File: src/design/spta_pkg.sv
// Shared constants, codes and types of the sparse polynomial term accumulator.
package spta_pkg;

    localparam int MAX_TERMS = 64;
    localparam int EXPO_BITS = 10;
    localparam int ADDR_W    = $clog2(MAX_TERMS);
    localparam int CNT_W     = $clog2(MAX_TERMS + 1);
    localparam int SUM_W     = 32 + CNT_W;
    localparam int ENTRY_W   = 32 + EXPO_BITS;

    localparam logic signed [31:0] Q_ONE   = 32'sh0001_0000;
    localparam logic signed [31:0] S32_MAX = 32'sh7FFF_FFFF;
    localparam logic signed [31:0] S32_MIN = 32'sh8000_0000;

    localparam logic [2:0] CMD_CLEAR = 3'd0;
    localparam logic [2:0] CMD_ADD   = 3'd1;
    localparam logic [2:0] CMD_SUB   = 3'd2;
    localparam logic [2:0] CMD_READ  = 3'd3;
    localparam logic [2:0] CMD_EVAL  = 3'd4;

    localparam logic [1:0] RES_OK    = 2'd0;
    localparam logic [1:0] RES_FULL  = 2'd1;
    localparam logic [1:0] RES_EMPTY = 2'd2;

    typedef enum logic [3:0] {
        S_IDLE, S_DECODE, S_SRCH_RD, S_SRCH_CHK, S_DEL_RD, S_DEL_WR, S_INS_RD,
        S_INS_WR, S_READ_WAIT, S_EV_RD, S_EV_MUL, S_EV_STEP, S_EV_ADD, S_DONE
    } state_t;

    typedef enum logic [4:0] {
        OP_NONE, OP_LOAD, OP_CLEAR, OP_SET_EMPTY, OP_RD_POS, OP_CAPT_READ,
        OP_RD_IDX, OP_IDX_INC, OP_SET_FULL, OP_INS_INIT, OP_MERGE_WR, OP_DEL_INIT,
        OP_RD_J1, OP_WR_J_INC, OP_CNT_DEC, OP_RD_JM1, OP_WR_J_DEC, OP_INS_WR,
        OP_EV_INIT, OP_EV_RD, OP_MUL_PX, OP_MUL_CP, OP_POW_NEXT, OP_ACC,
        OP_EV_FIN, OP_EMIT
    } dp_op_t;

    typedef struct packed {
        logic [2:0] cmd;
        logic       coef_zero;
        logic       pos_lt_cnt;
        logic       idx_lt_cnt;
        logic       full;
        logic       rexp_gt;
        logic       rexp_eq;
        logic       merge_zero;
        logic       j1_lt_cnt;
        logic       j_gt_idx;
        logic       k_lt_e;
        logic       pow_fixed;
    } dp_stat_t;

endpackage

File: src/design/spta_controller.sv
// Controller: sequences each command through the datapath and owns the handshakes.
module spta_controller (
    input  logic                clk,
    input  logic                rst_n,
    input  logic                in_valid,
    output logic                in_ready,
    output logic                out_valid,
    input  logic                out_ready,
    input  spta_pkg::dp_stat_t  stat,
    output spta_pkg::dp_op_t    op
);
    import spta_pkg::*;

    state_t state_reg;
    state_t state_next;
    logic   out_valid_reg;
    logic   out_valid_next;

    always_comb
    begin
        state_next = state_reg;
        unique case (state_reg)
            S_IDLE:
                if (in_valid)
                    state_next = S_DECODE;
            S_DECODE:
            begin
                priority if (stat.cmd == CMD_ADD || stat.cmd == CMD_SUB)
                    state_next = stat.coef_zero ? S_DONE : S_SRCH_RD;
                else if (stat.cmd == CMD_READ)
                    state_next = stat.pos_lt_cnt ? S_READ_WAIT : S_DONE;
                else if (stat.cmd == CMD_EVAL)
                    state_next = S_EV_RD;
                else
                    state_next = S_DONE;
            end
            S_SRCH_RD:
                priority if (stat.idx_lt_cnt)
                    state_next = S_SRCH_CHK;
                else if (stat.full)
                    state_next = S_DONE;
                else
                    state_next = S_INS_RD;
            S_SRCH_CHK:
                priority if (stat.rexp_gt)
                    state_next = S_SRCH_RD;
                else if (stat.rexp_eq)
                    state_next = stat.merge_zero ? S_DEL_RD : S_DONE;
                else if (stat.full)
                    state_next = S_DONE;
                else
                    state_next = S_INS_RD;
            S_DEL_RD:    state_next = stat.j1_lt_cnt ? S_DEL_WR : S_DONE;
            S_DEL_WR:    state_next = S_DEL_RD;
            S_INS_RD:    state_next = stat.j_gt_idx ? S_INS_WR : S_DONE;
            S_INS_WR:    state_next = S_INS_RD;
            S_READ_WAIT: state_next = S_DONE;
            S_EV_RD:     state_next = stat.idx_lt_cnt ? S_EV_MUL : S_DONE;
            S_EV_MUL:    state_next = stat.k_lt_e ? S_EV_STEP : S_EV_ADD;
            S_EV_STEP:   state_next = stat.pow_fixed ? S_EV_ADD : S_EV_MUL;
            S_EV_ADD:    state_next = S_EV_RD;
            S_DONE:
                if (!out_valid_reg || out_ready)
                    state_next = S_IDLE;
            default:     state_next = S_IDLE;
        endcase
    end

    always_comb
    begin
        op = OP_NONE;
        unique case (state_reg)
            S_IDLE:
                if (in_valid)
                    op = OP_LOAD;
            S_DECODE:
            begin
                priority if (stat.cmd == CMD_CLEAR)
                    op = OP_CLEAR;
                else if (stat.cmd == CMD_READ)
                    op = stat.pos_lt_cnt ? OP_RD_POS : OP_SET_EMPTY;
                else if (stat.cmd == CMD_EVAL)
                    op = OP_EV_INIT;
                else
                    op = OP_NONE;
            end
            S_SRCH_RD:
                priority if (stat.idx_lt_cnt)
                    op = OP_RD_IDX;
                else if (stat.full)
                    op = OP_SET_FULL;
                else
                    op = OP_INS_INIT;
            S_SRCH_CHK:
                priority if (stat.rexp_gt)
                    op = OP_IDX_INC;
                else if (stat.rexp_eq)
                    op = stat.merge_zero ? OP_DEL_INIT : OP_MERGE_WR;
                else if (stat.full)
                    op = OP_SET_FULL;
                else
                    op = OP_INS_INIT;
            S_DEL_RD:    op = stat.j1_lt_cnt ? OP_RD_J1 : OP_CNT_DEC;
            S_DEL_WR:    op = OP_WR_J_INC;
            S_INS_RD:    op = stat.j_gt_idx ? OP_RD_JM1 : OP_INS_WR;
            S_INS_WR:    op = OP_WR_J_DEC;
            S_READ_WAIT: op = OP_CAPT_READ;
            S_EV_RD:     op = stat.idx_lt_cnt ? OP_EV_RD : OP_EV_FIN;
            S_EV_MUL:    op = stat.k_lt_e ? OP_MUL_PX : OP_MUL_CP;
            S_EV_STEP:   op = stat.pow_fixed ? OP_MUL_CP : OP_POW_NEXT;
            S_EV_ADD:    op = OP_ACC;
            S_DONE:
                if (!out_valid_reg || out_ready)
                    op = OP_EMIT;
            default:     op = OP_NONE;
        endcase
    end

    always_comb
    begin
        out_valid_next = out_valid_reg;
        if (op == OP_EMIT)
            out_valid_next = 1'b1;
        else if (out_ready)
            out_valid_next = 1'b0;
    end

    always_ff @(posedge clk or negedge rst_n)
    begin
        if (!rst_n)
        begin
            state_reg     <= S_IDLE;
            out_valid_reg <= 1'b0;
        end
        else
        begin
            state_reg     <= state_next;
            out_valid_reg <= out_valid_next;
        end
    end

    assign in_ready  = (state_reg == S_IDLE);
    assign out_valid = out_valid_reg;

    a_accept_decodes: assert property (@(posedge clk) disable iff (!rst_n)
        (in_valid && in_ready) |=> (state_reg == S_DECODE))
        else $error("accepted word did not enter decode");

    a_done_waits: assert property (@(posedge clk) disable iff (!rst_n)
        (state_reg == S_DONE && out_valid_reg && !out_ready) |=> (state_reg == S_DONE))
        else $error("result overwrote a word still waiting");

    a_valid_from_done: assert property (@(posedge clk) disable iff (!rst_n)
        $rose(out_valid_reg) |-> ($past(state_reg) == S_DONE))
        else $error("response valid raised outside completion");

endmodule

File: config.mk
export PLATFORM = sky130hd
export DESIGN_NAME = spta_controller
export DESIGN_NICKNAME = d
export VERILOG_FILES = /design/src/design/spta_pkg.sv /design/src/design/spta_controller.sv
export SDC_FILE = /design/constraint.sdc
export NUM_CORES = 1
export LEC_CHECK = 0
export CAP_MARGIN = 20
export CORE_MARGIN = 5
export CORE_UTILIZATION = 62
export CTS_CLUSTER_SIZE = 30
export DETAILED_ROUTE_END_ITERATION = 8
export DONT_BUFFER_PORTS = 1
export PLACE_DENSITY = 0.8
export RECOVER_POWER = 50
export SLEW_MARGIN = 20
export SYNTH_ARGS = -nofsm -noshare
export SYNTH_HDL_FRONTEND = slang
export SYNTH_SLANG_ARGS = --single-unit
File: constraint.sdc
create_clock -name clk -period 1.81 [get_ports clk]
set_input_delay 0.0905 -clock clk [delete_from_list [all_inputs] [get_ports clk]]
set_output_delay 0.0905 -clock clk [all_outputs]
set_load 0.02 [all_outputs]
# Word level (Yosys, flattened, before mapping)
# Cells that the tools add are included.
# W data, S select, Z words.
[totals]
out_inout_bits = 7
elab_cells = 66
in_bits = 18
regBits = 5
[classes]
n_eq_ne = 20
n_mux = 37
n_reduce_logical = 7
[ops]
columns = ["cell", "count"]
rows = [
  ["$pmux W5 S14", 1],
  ["$pmux W4 S14", 1],
  ["$mux W4", 13],
  ["$mux W5", 7],
  ["$eq A4 B4 Y1 const B", 6],
  ["$mux W3", 7],
  ["$eq A4 B3 Y1 const B", 4],
  ["$eq A4 B2 Y1 const B", 2],
  ["$eq A3 B2 Y1 const B", 2],
  ["$mux W1", 6],
  ["$eq A5 B5 Y1 const B", 1],
  ["$eq A4 B1 Y1 const B", 1],
  ["$logic_not A4 Y1", 1],
  ["$mux W2", 2],
  ["$ne A2 B2 Y1 const B", 2],
  ["$eq A3 B1 Y1 const B", 1],
  ["$eq A3 B3 Y1 const B", 1],
  ["$logic_not A3 Y1", 1],
  ["$logic_or A1 B1 Y1", 2],
  ["$reduce_and A2 Y1", 1],
  ["$reduce_bool A2 Y1", 1],
  ["$logic_not A1 Y1", 1],
]

# Logic depth before layout (Yosys ltp)
[logic_depth]
depth_word = 7
ltp_mapped = 7

# Worst setup path after synthesis
# No wires, ideal clock.
[synth_timing]
path_type = "reg-to-reg"
startpoint = "register state_reg[0]"
endpoint = "register state_reg[0]"
period_less_slack_ns = 1.541
required_ns = 1.680
slack_ns = 0.269
t_arrival_ns = 1.410
path_buffers = 1
stages_incl_launch_ff = 6
path_cell_list = "dfrtp_1 buf_4 nor4_2 nand2b_1 o21ai_0 o32ai_1"
[synth_via]
elab_chain_cells = 3
elab_cells_between_ends = 18
cone_classes = "eq/ne (15); mux (1); reduce/logical (2)"
[synth_lines]
columns = ["element", "line_no", "rtl"]
rows = [
  ["start: declaration", "spta_controller.sv:14", "state_t state_reg;"],
  ["start signal: assignment", "spta_controller.sv:137", "state_reg <= state_next;"],
  ["$logic_not A4 Y1 *", "-", ""],
  ["named net in_ready", "spta_controller.sv:6", "output logic in_ready,"],
  ["$ne A2 B2 Y1 (no source line)", "-", ""],
  ["$reduce_and A2 Y1 (no source line)", "-", ""],
]
# The timed path passes the listed nets; every way through them passes the cells marked *.
# A chain may end at the register's enable or synchronous reset.

# Worst setup path after layout
[layout_timing]
startpoint = "register state_reg[3]"
endpoint = "output port op[1]"
[layout_via]
elab_chain_cells = 2
elab_cells_between_ends = 15
cone_classes = "eq/ne (13); mux (1); reduce/logical (1)"
[layout_lines]
columns = ["element", "line_no", "rtl"]
rows = [
  ["$eq A4 B4 Y1 (tied with other cells)", "spta_controller.sv:72", "unique case (state_reg)"],
  ["$pmux W5 S14 *", "spta_controller.sv:72", ""],
  ["end: declaration", "spta_controller.sv:10", "output spta_pkg::dp_op_t op"],
]
# Mark *: on every way between the ends. The rest lies on a longest branch, timed or not.

==> results.sh <==
export IMPL_finalClockSkew_ns=0.00576
export IMPL_final_area_um2=1140
export IMPL_layout_drive_gt1_share_pct=34.3
export IMPL_htreeDepth=1
export IMPL_antenna_left=0
export IMPL_syn_inst=122
export IMPL_irDropWorstVdd_uv=1360
export IMPL_yosys_most_used_dff="dfrtp_1"
export IMPL_synth_seq_area_share_pct=14.2
export IMPL_status="finished with violations"
export IMPL_switchingPower_mw=1.20
export IMPL_viasPerCell=7.46
export IMPL_grt_pass1_wl_mm=4.54
export IMPL_nets=159
export IMPL_regArea_um2=130
export IMPL_die_h_um=47.7
export IMPL_initialDrtViolationCount=105
export IMPL_syn_avg_cell_area_um2=7.21
export IMPL_globalRouteTotalUtil_pct=28.0
export IMPL_fill_cells=72
export IMPL_cts_path_max_buffers=2
export IMPL_yosysWarnings=0
export IMPL_die_area_um2=2270
export IMPL_synth_area_leaders="dfrtp_1 14%, a21oi_1 9.1%, nand2b_1 6.4%"
export IMPL_power_per_cell_area_nw_per_um2=2050
export IMPL_syn2layout_area_growth_pct=29.9
export IMPL_antenna_found_initial=0
export IMPL_cts_inserted_buffers=3
export IMPL_ys_async_sr_fraction_pct=100
export IMPL_io_pins=25
export IMPL_failed_checks="setup timing"
export IMPL_period_share_pct=101
export IMPL_grt_pass1_vias=981
export IMPL_clock_latency_ns=0.25
export IMPL_clkTransAtPathRegs_ns=0.05
export IMPL_cts_tree="done"
export IMPL_power_internal_mw=1.14
export IMPL_crit_required_ns=1.72
export IMPL_p_clk_share_pct=5.7
export IMPL_synth_top_area_share_pct=14.2
export IMPL_path_class="register to output port"
export IMPL_synthDistinctLibCells=44
export IMPL_post_route_drc_count=0
export IMPL_final_common_cell="buf_4"
export IMPL_yosys_area_top_type="dfrtp_1"
export IMPL_final_cell_mix="19 x buf_4, 15 x a21oi_1, 13 x nand2_1, 8 x o21ai_0, 8 x nor2_1"
export IMPL_netSwitchingFraction_pct=51.2
export IMPL_slew_viol_final=0
export IMPL_leakage_nw=0.439
export IMPL_ys_ff_latch=5
export IMPL_relSlewSlack_pct=71.6
export IMPL_grt_max_degree=14
export IMPL_cp_arrival_ns=1.74
export IMPL_die_x_um=47.7
export IMPL_cts_root_buf="clkbuf_4"
export IMPL_multi_input_area_um2=734
export IMPL_antenna_cells=0
export IMPL_initial_core_util_pct=66.8
export IMPL_min_path_type="primary input to register"
export IMPL_critPathLaunchType="register"
export IMPL_rsz0062_at_grt="yes"
export IMPL_synth_area_um2=880
export IMPL_routabilityCongestion=0.917
export IMPL_largest_reg_flops=4
export IMPL_seq_power_share_pct=13.2
export IMPL_clock_sinks=5
export IMPL_fp_row_count=13
export IMPL_grt_overflow=0
export IMPL_drt_pre_antenna_iters=7
export IMPL_post_dp_cell_area_um2=933
export IMPL_p_comb_share_pct=81.1
export IMPL_min_period_ns=1.83
export IMPL_wl_mm=3.30
export IMPL_setup_slack_ns=-0.0227
export IMPL_num_vias=1156
export IMPL_crit_fanout=10
export IMPL_hpwl_mm=2.02
export IMPL_worst_pin_slew_ns=0.425
export IMPL_timing_hold_ws_ns=0.0880
export IMPL_syn_num_nets=140
export IMPL_maxCapViolations=0
export IMPL_core_um2=1320
export IMPL_setup_worst_path_end_class="output port"
export IMPL_io_buffer_count=0
export IMPL_hold_violations=0
export IMPL_setup_violations=1
export IMPL_fmax_ghz=0.546
export IMPL_wl_per_cell_um=21.3
export IMPL_synth_edf_count=0
## routing by layer
layer  wire length, um  global-route usage [%]
met1              1170                    36.9
met2              1490                    45.7
met3               490                    8.65
met4               148                    4.84
met5                 0                       0
## power by group through the flow
| stage | Clock (mW) | Sequential, mW | Combinational (mW) |
|---|---|---|---|
| floorplan | 0 | 0.222 | 1.18 |
| global placement | 0 | 0.325 | 1.41 |
| detailed placement | 0 | 0.327 | 1.42 |
| CTS | 0.135 | 0.313 | 1.58 |
| global route | 0.150 | 0.316 | 2.00 |
| finish | 0.132 | 0.310 | 1.90 |
## worst max-delay path, cell delays in order, from the launching register on
cell and delay (ns):
dfrtp_2 0.48, buf_12 0.17, nor3_1 0.27, a21oi_2 0.10, a311oi_2 0.23, a211o_1 0.26
## cells by family (layout without fill, tap and decap cells)
| family | after synthesis | in the layout | synth area share (%) |
|---|---|---|---|
| AND/OR/NAND/NOR | 53 | 53 | 33.4 |
| AO/OA/AOI/OAI | 48 | 48 | 40.0 |
| buffers and inverters | 14 | 32 | 10.2 |
| flip-flops | 5 | 5 | 14.2 |
| XOR/XNOR | 1 | 1 | 0.996 |
| multiplexers | 1 | 1 | 1.14 |
## Yosys cell counts, drive strengths merged (3+ instances only)
master / count
nand2b: 10
nor2: 9
nand2: 13
inv: 4
dfrtp: 5
nor2b: 4
nor3: 4
o211ai: 4
nand3b: 3
buf: 10
a21oi: 16
o21ai: 9
## metrics by stage
step	worst slack [ns]	total power, mW	TNS (ns)	std cells	utilization (%)
4_1_cts	0.00734	2.03	0	150	78.5
3_5_place_dp	0.149	1.75	0	140	70.8
3_3_place_gp	0.151	1.74	0	140	70.8
6_report	-0.0227	2.34	-0.0227	155	86.7
2_1_floorplan	0.269	1.41	0	122	-
5_1_grt	-0.0760	2.46	-0.188	155	86.7
## final timing paths
check,from,end,slack (ns),cells after the start
min in group asynchronous,rst_n,out_valid$_DFFE_PN0P_,0.13,1
setup reg to reg,state_reg[3]$_DFFE_PN0P_,state_reg[1]$_DFFE_PN0P_,0.15,5
max in group asynchronous,rst_n,state_reg[1]$_DFFE_PN0P_,1.46,1
hold reg to reg,state_reg[2]$_DFFE_PN0P_,state_reg[0]$_DFFE_PN0P_,0.76,2
setup / recovery,state_reg[3]$_DFFE_PN0P_,op[1],-0.02,5
hold / removal,stat[11],state_reg[2]$_DFFE_PN0P_,0.09,2
## area by class of cell
cell class                 instances  share of cell area (%)
multi-input combinational        103                    64.3
timing repair buffer              24                    18.8
sequential                         5                    11.4
tap                               15                    1.64
clock buffer                       4                    2.30
inverter                           4                    1.53
## what timing repair did
action	4_1_cts	5_1_grt
hold endpoints to repair	5	0
buffers inserted	5	5
gates resized for setup	7	12
cloned	0	0
hold buffers	1	0
setup endpoints to repair	4	6
pin swaps	3	4
No activity file was read; power rests on OpenSTA's default activity.
